==> src/hw/rtl/mrsb_pkg.sv <==
`timescale 1ns / 1ps

package mrsb_pkg;

   // Width of the candidate and base fields on the request word.
   localparam int DATA_W = 32;

   // Default operand width of the arithmetic.
   localparam int WIDTH_DEFAULT = 32;

   // Smallest candidate that is tested at all.
   localparam int MIN_CANDIDATE = 2;

   typedef struct packed {
      logic [DATA_W-1:0] candidate;
      logic [DATA_W-1:0] base;
   } req_type;

   typedef struct packed {
      logic probably_prime;
      logic input_invalid;
   } rsp_type;

endpackage

==> src/hw/rtl/miller_rabin_single_base.sv <==
`timescale 1ns / 1ps

// One Miller-Rabin round for a candidate p and a witness base a.
// A request word is taken at a rising edge where start is high and busy is
// low; only the low WIDTH bits of candidate and base are used. The block then
// stays busy until it has the answer, and shows the response word on rsp_data
// for exactly one cycle with rsp_valid high. The receiver cannot stall, so
// the response is gone after that cycle; busy is already low in it.
// A candidate below two is answered in the next cycle, with
// input_invalid set. Otherwise all work runs through one bit-serial modular
// multiplier: one product reduces the base, then the exponent
// m = (p - 1) / 2^k is scanned one bit a cycle while no product is pending,
// with a square and an optional multiply per bit after the leading one. If
// a^m mod p is 1 the answer is a pass; else at most k further squarings
// follow, each after a test against p - 1. One item is in work at a time.
// Reset returns the block to idle with no response pending.

module miller_rabin_single_base #(
   parameter int WIDTH = mrsb_pkg::WIDTH_DEFAULT
) (
   input  logic              clock,
   input  logic              reset,
   input  logic              start,
   output logic              busy,
   input  mrsb_pkg::req_type req_data,
   output logic              rsp_valid,
   output mrsb_pkg::rsp_type rsp_data
);

   localparam int KW  = $clog2(WIDTH);
   localparam int ECW = $clog2(WIDTH + 1);

   typedef enum logic [7:0] {
      ST_IDLE     = 8'b0000_0001,
      ST_REDUCE   = 8'b0000_0010,
      ST_POW_BIT  = 8'b0000_0100,
      ST_POW_SQ   = 8'b0000_1000,
      ST_POW_MUL  = 8'b0001_0000,
      ST_CHECK    = 8'b0010_0000,
      ST_FIN_TEST = 8'b0100_0000,
      ST_FIN_SQ   = 8'b1000_0000
   } state_type;

   state_type         state_ff, state_in;
   logic [WIDTH-1:0]  p_ff, p_in;
   logic [WIDTH-1:0]  x_ff, x_in;
   logic [WIDTH-1:0]  m_ff, m_in;
   logic [WIDTH-1:0]  z_ff, z_in;
   logic [KW-1:0]     k_ff, k_in;
   logic [ECW-1:0]    ecnt_ff, ecnt_in;
   logic              started_ff, started_in;
   logic              ebit_ff, ebit_in;
   logic              rsp_valid_ff, rsp_valid_in;
   mrsb_pkg::rsp_type rsp_ff, rsp_in;

   logic              accept;
   logic [WIDTH-1:0]  req_p;
   logic [WIDTH-1:0]  req_a;
   logic              req_small;
   logic              mul_start;
   logic [WIDTH-1:0]  mul_x;
   logic [WIDTH-1:0]  mul_y;
   logic [WIDTH-1:0]  mul_p;
   logic              mul_done;
   logic [WIDTH-1:0]  mul_res;
   logic [WIDTH-1:0]  p_minus_one;

   assign accept      = start && (state_ff == ST_IDLE);
   assign req_p       = WIDTH'(req_data.candidate);
   assign req_a       = WIDTH'(req_data.base);
   assign req_small   = req_p < WIDTH'(mrsb_pkg::MIN_CANDIDATE);
   assign p_minus_one = p_ff - WIDTH'(1);

   always_comb begin
      state_in     = state_ff;
      p_in         = p_ff;
      x_in         = x_ff;
      m_in         = m_ff;
      z_in         = z_ff;
      k_in         = k_ff;
      ecnt_in      = ecnt_ff;
      started_in   = started_ff;
      ebit_in      = ebit_ff;
      rsp_valid_in = 1'b0;
      rsp_in       = rsp_ff;
      mul_start    = 1'b0;
      mul_x        = z_ff;
      mul_y        = z_ff;
      mul_p        = p_ff;

      case (state_ff)
         ST_IDLE: begin
            if (accept) begin
               if (req_small) begin
                  rsp_valid_in          = 1'b1;
                  rsp_in.probably_prime = 1'b0;
                  rsp_in.input_invalid  = 1'b1;
               end else begin
                  // Reduce the base as 1 * a mod p while p - 1 is split.
                  mul_start = 1'b1;
                  mul_x     = WIDTH'(1);
                  mul_y     = req_a;
                  mul_p     = req_p;
                  p_in      = req_p;
                  m_in      = req_p - WIDTH'(1);
                  k_in      = '0;
                  state_in  = ST_REDUCE;
               end
            end
         end
         ST_REDUCE: begin
            // p - 1 is nonzero, so the shifting stops well before the
            // product is ready.
            if (!m_ff[0]) begin
               m_in = {1'b0, m_ff[WIDTH-1:1]};
               k_in = k_ff + KW'(1);
            end
            if (mul_done) begin
               x_in       = mul_res;
               z_in       = WIDTH'(1);
               ecnt_in    = ECW'(WIDTH);
               started_in = 1'b0;
               state_in   = ST_POW_BIT;
            end
         end
         ST_POW_BIT: begin
            if (ecnt_ff == '0) begin
               state_in = ST_CHECK;
            end else begin
               m_in    = {m_ff[WIDTH-2:0], 1'b0};
               ecnt_in = ecnt_ff - ECW'(1);
               ebit_in = m_ff[WIDTH-1];
               if (started_ff) begin
                  mul_start = 1'b1;
                  state_in  = ST_POW_SQ;
               end else if (m_ff[WIDTH-1]) begin
                  // Leading one: 1 squared times x is x itself.
                  z_in       = x_ff;
                  started_in = 1'b1;
               end
            end
         end
         ST_POW_SQ: begin
            if (mul_done) begin
               z_in = mul_res;
               if (ebit_ff) begin
                  mul_start = 1'b1;
                  mul_x     = mul_res;
                  mul_y     = x_ff;
                  state_in  = ST_POW_MUL;
               end else begin
                  state_in = ST_POW_BIT;
               end
            end
         end
         ST_POW_MUL: begin
            if (mul_done) begin
               z_in     = mul_res;
               state_in = ST_POW_BIT;
            end
         end
         ST_CHECK: begin
            if (z_ff == WIDTH'(1)) begin
               rsp_valid_in          = 1'b1;
               rsp_in.probably_prime = 1'b1;
               rsp_in.input_invalid  = 1'b0;
               state_in              = ST_IDLE;
            end else begin
               state_in = ST_FIN_TEST;
            end
         end
         ST_FIN_TEST: begin
            if (k_ff == '0) begin
               rsp_valid_in          = 1'b1;
               rsp_in.probably_prime = 1'b0;
               rsp_in.input_invalid  = 1'b0;
               state_in              = ST_IDLE;
            end else if (z_ff == p_minus_one) begin
               rsp_valid_in          = 1'b1;
               rsp_in.probably_prime = 1'b1;
               rsp_in.input_invalid  = 1'b0;
               state_in              = ST_IDLE;
            end else begin
               mul_start = 1'b1;
               k_in      = k_ff - KW'(1);
               state_in  = ST_FIN_SQ;
            end
         end
         ST_FIN_SQ: begin
            if (mul_done) begin
               z_in     = mul_res;
               state_in = ST_FIN_TEST;
            end
         end
         default: begin
            state_in = ST_IDLE;
         end
      endcase
   end

   always_ff @(posedge clock) begin
      if (reset) begin
         state_ff     <= ST_IDLE;
         rsp_valid_ff <= 1'b0;
      end else begin
         state_ff     <= state_in;
         rsp_valid_ff <= rsp_valid_in;
      end
      p_ff       <= p_in;
      x_ff       <= x_in;
      m_ff       <= m_in;
      z_ff       <= z_in;
      k_ff       <= k_in;
      ecnt_ff    <= ecnt_in;
      started_ff <= started_in;
      ebit_ff    <= ebit_in;
      rsp_ff     <= rsp_in;
   end

   mrsb_mulmod #(
      .WIDTH(WIDTH)
   ) u_mulmod (
      .clock  (clock),
      .reset  (reset),
      .start  (mul_start),
      .op_x   (mul_x),
      .op_y   (mul_y),
      .modulus(mul_p),
      .done   (mul_done),
      .result (mul_res)
   );

   assign busy      = (state_ff != ST_IDLE);
   assign rsp_valid = rsp_valid_ff;
   assign rsp_data  = rsp_ff;

   // A response is only ever issued on the way back to idle.
   a_rsp_when_idle: assert property (@(posedge clock) disable iff (reset)
      rsp_valid |-> !busy)
      else $error("response issued while busy");

   // A taken request either starts work or is answered at once.
   a_accept_progress: assert property (@(posedge clock) disable iff (reset)
      (start && !busy) |=> (busy || rsp_valid))
      else $error("accepted request was dropped");

   // The two flags never claim both an invalid input and a pass.
   a_flags_exclusive: assert property (@(posedge clock) disable iff (reset)
      rsp_valid |-> !(rsp_data.probably_prime && rsp_data.input_invalid))
      else $error("invalid input reported as probable prime");

   // The multiplier finishes only while the controller waits for it.
   a_mul_done_expected: assert property (@(posedge clock) disable iff (reset)
      mul_done |-> (state_ff == ST_REDUCE || state_ff == ST_POW_SQ ||
                    state_ff == ST_POW_MUL || state_ff == ST_FIN_SQ))
      else $error("product finished with no consumer");

endmodule

==> src/hw/rtl/mrsb_mulmod.sv <==
`timescale 1ns / 1ps

module mrsb_mulmod #(
   parameter int WIDTH = mrsb_pkg::WIDTH_DEFAULT
) (
   input  logic             clock,
   input  logic             reset,
   input  logic             start,
   input  logic [WIDTH-1:0] op_x,
   input  logic [WIDTH-1:0] op_y,
   input  logic [WIDTH-1:0] modulus,
   output logic             done,
   output logic [WIDTH-1:0] result
);

   localparam int CW = $clog2(WIDTH + 1);

   logic [CW-1:0]    cnt_ff, cnt_in;
   logic             done_ff, done_in;
   logic [WIDTH-1:0] x_ff, x_in;
   logic [WIDTH-1:0] y_ff, y_in;
   logic [WIDTH-1:0] p_ff, p_in;
   logic [WIDTH-1:0] r_ff, r_in;
   logic [WIDTH-1:0] dbl;
   logic [WIDTH-1:0] acc;

   // (a + b) mod m for a, b below m; the sum keeps its carry bit.
   function automatic logic [WIDTH-1:0] add_mod(input logic [WIDTH-1:0] a,
                                                input logic [WIDTH-1:0] b,
                                                input logic [WIDTH-1:0] m);
      logic [WIDTH:0] s;
      logic [WIDTH:0] d;
      s = {1'b0, a} + {1'b0, b};
      d = s - {1'b0, m};
      return (s >= {1'b0, m}) ? d[WIDTH-1:0] : s[WIDTH-1:0];
   endfunction

   // One bit of the multiplier per cycle, most significant first.
   always_comb begin
      dbl = add_mod(r_ff, r_ff, p_ff);
      acc = y_ff[WIDTH-1] ? add_mod(dbl, x_ff, p_ff) : dbl;
   end

   always_comb begin
      cnt_in  = cnt_ff;
      done_in = 1'b0;
      x_in    = x_ff;
      y_in    = y_ff;
      p_in    = p_ff;
      r_in    = r_ff;
      if (start) begin
         cnt_in = CW'(WIDTH);
         x_in   = op_x;
         y_in   = op_y;
         p_in   = modulus;
         r_in   = '0;
      end else if (cnt_ff != '0) begin
         cnt_in  = cnt_ff - CW'(1);
         y_in    = {y_ff[WIDTH-2:0], 1'b0};
         r_in    = acc;
         done_in = (cnt_ff == CW'(1));
      end
   end

   always_ff @(posedge clock) begin
      if (reset) begin
         cnt_ff  <= '0;
         done_ff <= 1'b0;
      end else begin
         cnt_ff  <= cnt_in;
         done_ff <= done_in;
      end
      x_ff <= x_in;
      y_ff <= y_in;
      p_ff <= p_in;
      r_ff <= r_in;
   end

   assign done   = done_ff;
   assign result = r_ff;

endmodule

==> config.mk <==
export PLATFORM = sky130hd
export DESIGN_NAME = miller_rabin_single_base
export DESIGN_NICKNAME = d
export VERILOG_FILES = /design/src/hw/rtl/mrsb_pkg.sv /design/src/hw/rtl/miller_rabin_single_base.sv /design/src/hw/rtl/mrsb_mulmod.sv
export SDC_FILE = /design/constraint.sdc
export NUM_CORES = 1
export LEC_CHECK = 0
export BUFFER_PORTS_ARGS = -buffer_cell sky130_fd_sc_hd__buf_2
export CORE_ASPECT_RATIO = 2
export CORE_MARGIN = 4
export CORE_UTILIZATION = 37
export CTS_CLUSTER_DIAMETER = 120
export CTS_CLUSTER_SIZE = 24
export DETAILED_ROUTE_END_ITERATION = 12
export SLEW_MARGIN = 20
export SYNTH_ARGS = -nofsm -noshare
export SYNTH_HDL_FRONTEND = slang
export SYNTH_SLANG_ARGS = --single-unit
==> constraint.sdc <==
create_clock -name clock -period 18.8 [get_ports clock]
set_clock_uncertainty 0.05 [all_clocks]
set_input_delay 0.94 -clock clock [delete_from_list [all_inputs] [get_ports clock]]
set_output_delay 0.94 -clock clock [all_outputs]
set_load 0.005 [all_outputs]
After elaboration in Yosys (flattened, before gate mapping)
Cells that the tools add are included.
{"block": "totals", "reg_bits": 287, "out_inout_bits": 4}
{"block": "classes", "n_addsub": 10, "n_bitwise": 2, "muxes": 78, "magnitude_cmp": 3, "eq_ne": 29, "n_reduce_logical": 23}
{"op": "$mux W32", "count": 25}
{"op": "$pmux W32 S3", "count": 2}
{"op": "$pmux W32 S2", "count": 2}
{"op": "$mux W8", "count": 9}
{"op": "$add A32 B32 Y33", "count": 2}
{"op": "$ge A33 B32 Y1", "count": 2}
{"op": "$sub A32 B1 Y32 const B", "count": 2}
{"op": "$sub A32 B32 Y32", "count": 2}
{"op": "$pmux W8 S7", "count": 1}
{"op": "$eq A32 B1 Y1 const B", "count": 1}
{"op": "$eq A32 B32 Y1", "count": 1}
{"op": "$lt A32 B2 Y1 const B", "count": 1}
{"op": "$mux W5", "count": 6}
{"op": "$mux W6", "count": 4}
{"op": "$ne A2 B2 Y1 const B", "count": 10}
{"op": "$reduce_and A6 Y1", "count": 3}
{"op": "$mux W1", "count": 17}
{"op": "$pmux W5 S3", "count": 1}
{"op": "$pmux W6 S2", "count": 1}
{"op": "$reduce_bool A3 Y1", "count": 4}
{"op": "$sub A6 B1 Y6 const B", "count": 2}
{"op": "$mux W2", "count": 5}
{"op": "$ne A2 B1 Y1 const B", "count": 5}
{"op": "$reduce_and A5 Y1", "count": 2}
{"op": "other kinds (29)", "count": 35}

Longest topological paths before layout
{"block": "depth", "depth_word": 7, "ltp_mapped": 36, "ltp_nobuf": 32}

Cells and area by module
From an unflattened synthesis, not the netlist that was laid out.
{"block": "unflattened", "hier_cells": 2090, "area_unflattened_um2": 19472.4}
{"module": "mrsb_mulmod", "area_per_inst_um2": 10804.1, "instances": 1, "cells_per_inst": 1155, "seq_area_each_um2": 3663.5}
{"module": "miller_rabin_single_base", "area_per_inst_um2": 8668.3, "instances": 1, "cells_per_inst": 935, "seq_area_each_um2": 4154.0}

Least setup slack after synthesis
Ideal clock, no wire load.
{"block": "synth_path", "path_type": "flip-flop to flip-flop", "start": "register u_mulmod.p_ff[14]", "end": "register u_mulmod.r_ff[27], in the netlist u_mulmod.result[27]", "path_slack_ns": 11.644, "required_time_ns": 18.633, "synth_period_minus_slack_ns": 7.156, "n_path_buf": 5, "arrival_ns": 6.988, "stages_incl_launch_ff": 34, "path_cell_list": "edfxtp_1 -> inv_1 -> ha_1 -> clkbuf_1 -> a211oi_1 -> o211ai_1 -> a221oi_1 -> a31oi_1 -> o31ai_1 -> a21o_1 -> clkbuf_1 -> clkbuf_1 -> nand2_1 -> nand2_1 -> inv_1 -> fa_1 -> nand2b_1 -> a21oi_1 -> o211ai_1 -> a31oi_1 -> a31oi_1 -> o21ai_0 -> xor2_1 -> ha_1 -> o21ai_0 -> nand2b_1 -> a31o_2 -> a211oi_1 -> a211oi_1 -> a211oi_1 -> clkbuf_1 -> clkbuf_1 -> o211ai_1 -> a32o_1"}
{"block": "synth_via", "elab_chain_len": 6, "word_cells_on_any_way": 8, "classes_between": "add/sub (3); order compare (2); mux (3)"}
{"element": "start, declared", "line": "mrsb_mulmod.sv:22", "text": "logic [WIDTH-1:0] p_ff, p_in;"}
{"element": "start signal, assigned", "line": "mrsb_mulmod.sv:75", "text": "p_ff <= p_in;"}
{"element": "$sub A32 B32 Y32 / $ge A33 B32 Y1 (equally long branches)", "line": "mrsb_mulmod.sv:34, mrsb_mulmod.sv:35"}
{"element": "$mux W32", "line": "mrsb_mulmod.sv:35", "text": "return (s >= {1'b0, m}) ? d[WIDTH-1:0] : s[WIDTH-1:0];"}
{"element": "$add A32 B32 Y33", "line": "mrsb_mulmod.sv:33", "text": "s = {1'b0, a} + {1'b0, b};"}
{"element": "$sub A32 B32 Y32 / $ge A33 B32 Y1 (equally long branches)", "line": "mrsb_mulmod.sv:34, mrsb_mulmod.sv:35"}
{"element": "$mux W32", "line": "mrsb_mulmod.sv:35"}
{"element": "$mux W32 *", "line": "mrsb_mulmod.sv:41", "text": "acc = y_ff[WIDTH-1] ? add_mod(dbl, x_ff, p_ff) : dbl;"}
{"element": "end signal, assigned", "line": "mrsb_mulmod.sv:76", "text": "r_ff <= r_in;"}
{"element": "end, declared", "line": "mrsb_mulmod.sv:23", "text": "logic [WIDTH-1:0] r_ff, r_in;"}
Mark *: on every way between the ends. The rest lies on a longest branch, timed or not.
A chain may end at the register's enable or synchronous reset.

Worst setup path in the final report
{"block": "layout_path", "start": "register u_mulmod.p_ff[14]", "end": "register u_mulmod.r_ff[12], in the netlist u_mulmod.result[12]"}
{"block": "layout_via", "elab_chain_len": 6, "word_cells_on_any_way": 8, "classes_between": "add/sub (3); order compare (2); mux (3)"}
{"element": "$ge A33 B32 Y1 / $sub A32 B32 Y32 (equally long branches)", "line": "mrsb_mulmod.sv:35, mrsb_mulmod.sv:34"}
{"element": "$mux W32", "line": "mrsb_mulmod.sv:35"}
{"element": "$add A32 B32 Y33", "line": "mrsb_mulmod.sv:33"}
{"element": "$sub A32 B32 Y32 / $ge A33 B32 Y1 (equally long branches)", "line": "mrsb_mulmod.sv:34, mrsb_mulmod.sv:35"}
{"element": "$mux W32", "line": "mrsb_mulmod.sv:35"}
{"element": "$mux W32 *", "line": "mrsb_mulmod.sv:41"}
Marks and branches as above.

==> results.ini <==
[clock_tree]
cts.repair.resized=0
clock_sinks=287
cts_tree=built
post_cts.repair.setup_buffers=0
cts_buffer_depth=3
clkTransAtPathRegs_ps=120
htreeDepth=1
root_buffer=clkbuf_16
ctsHoldBuffers=0
clk_latency_ps=530
cts_inserted_buffers=15

[timing]
max_freq_ghz=0.111
timing.final.crit_period_ps=9050
fin_tns_setup_ps=0
maxSlewHeadroom=0.286
finalCritPeriodShare=0.481
setup_viol=0
hold_viol_final=0
rsz0062_at_grt=no
final_max_slew_viol_count=0
worst_pin_slew_ps=1060

[logic_synthesis]
syn_area_um2=19100
synthArstFlopShare=0
syn_avg_cell_area_um2=9.48
synth_top_cell_area_share=0.326
syn_inst=2012
ys.flop_type=edfxtp_1
yosysSeqAreaShare=0.410
synthTopCellsByArea=edfxtp_1, dfxtp_1, ha_1, nor2_1, xnor2_1
ys_warn_count=0
synth.distinct_cells=82
synth_nets=2189
ys_ff_latch=287
synth-edff-count=207
synth_top_area_cell=edfxtp_1

[global_route]
grt_pass1_vias=16700
grt_usage=0.234
grt_overflow=0
grt_max_degree=146
antenna_found_initial=0
grt_pass1_wl_um=100000

[floorplan]
ioPinCount=71
rows=117
initial_core_util=0.374
die_x_um=169
core_area_um2=50900
die-area_um2=55500
die_y_um=329

[route]
vias=16400
wl_per_cell_um=25.0
drc_errors=0
wl_um=67200
drtIter0Drc=1446
viasPerCell=6.11
ant_nets=0
dr.pass1.iters=8

[critical_path]
cp.arrival_ps=9390
cp_slowest_stage_delay_ps=660
criticalPathCategory=reg2reg
slowest_stage=a221oi_1
crit_path_end_kind=flip-flop
cp_max_fo=49
critPathLaunchType=flip-flop
required_ps=19150

[layout]
layout-drive-gt1-share=0.0889
final_cell_mix=nor2_1, edfxtp_1, a21oi_1, nand2_1, o21ai_0
diodes=0
syn_to_final_growth_pct=7.82
fin_nets=2204

[run_status]
status=completed

[placed_design]
post-dp-hpwl_um=51900
gp_congestion=0.960
io_buffers=70

[hold_path]
holdCritPathClass=reg2reg

[run]
maxCapViolCount=0

-- worst paths after layout --
kind	start	endpoint	slack [ps]	cells past startpoint
min reg2reg	u_mulmod.result[14]$_SDFFE_PP0N_	x_ff[14]$_DFFE_PP_	500	0
min	u_mulmod.result[14]$_SDFFE_PP0N_	x_ff[14]$_DFFE_PP_	500	0
max reg2reg	u_mulmod.p_ff[14]$_DFFE_PP_	u_mulmod.result[12]$_SDFFE_PP0N_	9750	30
max	u_mulmod.p_ff[14]$_DFFE_PP_	u_mulmod.result[12]$_SDFFE_PP0N_	9750	30
-- per-layer routing --
layer	vias up	routed length [um]	track usage
met2	566	36600	0.455
li1	7672	-	-
met3	155	2820	0.0171
met4	0	3520	0.109
met1	8052	24300	0.254
met5	-	0	0
-- logic make-up (layout without fill, tap and decap cells) --
logic type                 after synthesis  in the layout  share of synthesized area
AOI/OAI and AO/OA                      634            634                      0.228
xor gates and xnor gates               148            148                     0.0680
adders and majority gates              110            110                     0.0738
buffers and inverters                  172            196                     0.0354
DFF                                    287            287                      0.410
muxes                                   42             42                     0.0241
and+or+nand+nor                        619            619                      0.160
-- critical path: cells and delay by family, from the launching register on --
kind	cells	cell delay (ps)
flip-flops	1	390
adder cells (fa/ha/maj)	3	940
multiplexers	1	190
AO/OA/AOI/OAI	18	5490
XOR/XNOR	1	180
buffers and inverters	4	1310
AND/OR/NAND/NOR	3	330
-- metrics by stage --
stage / instance area (um^2) / instances / worst slack, ps / hold slack, ps / utilization
after floorplan: 19100 / 2012 / 11640 / 417 / -
after detailed placement: 20100 / 2664 / 9850 / 483 / 0.395
after global routing: 20600 / 2690 / 9080 / 514 / 0.404
final: 20600 / 2690 / 9750 / 500 / 0.404
after CTS: 20600 / 2690 / 9780 / 497 / 0.404
after global placement: 20100 / 2664 / 9920 / 471 / 0.395
-- flip-flops by register name, summed over array words and instances (netlist names) --
name             cells
m_ff                32
p_ff                32
u_mulmod.p_ff       32
u_mulmod.result     32
u_mulmod.x_ff       32
u_mulmod.y_ff       32
x_ff                32
z_ff                32
state_ff             8
ecnt_ff              6
u_mulmod.cnt_ff      6
k_ff                 5
rsp_data             2
ebit_ff              1
rsp_valid            1
started_ff           1
u_mulmod.done        1
-- cell usage after synthesis (58+ instances only) --
library cell / count
xnor2_1: 90
inv_1: 77
o21ai_0: 121
nor2_1: 210
a22o_1: 62
dfxtp_1: 80
nand2_1: 139
edfxtp_1: 207
ha_1: 106
xor2_1: 58
clkbuf_1: 76
a21oi_1: 146
-- area by class of cell --
type                            instances  area [um^2]
Multi-Input combinational cell       1553        10700
Fill cell                            5110        30400
Clock buffer                           25          413
Clock inverter                          1         8.76
Tap cell                              654          818
Timing Repair Buffer                   91          520
Inverter                               79          297
Sequential cell                       287         7820
Power is left out: the tool's default activity adds up to more than one toggle a clock period on the data nets, which glitch-free logic cannot reach.
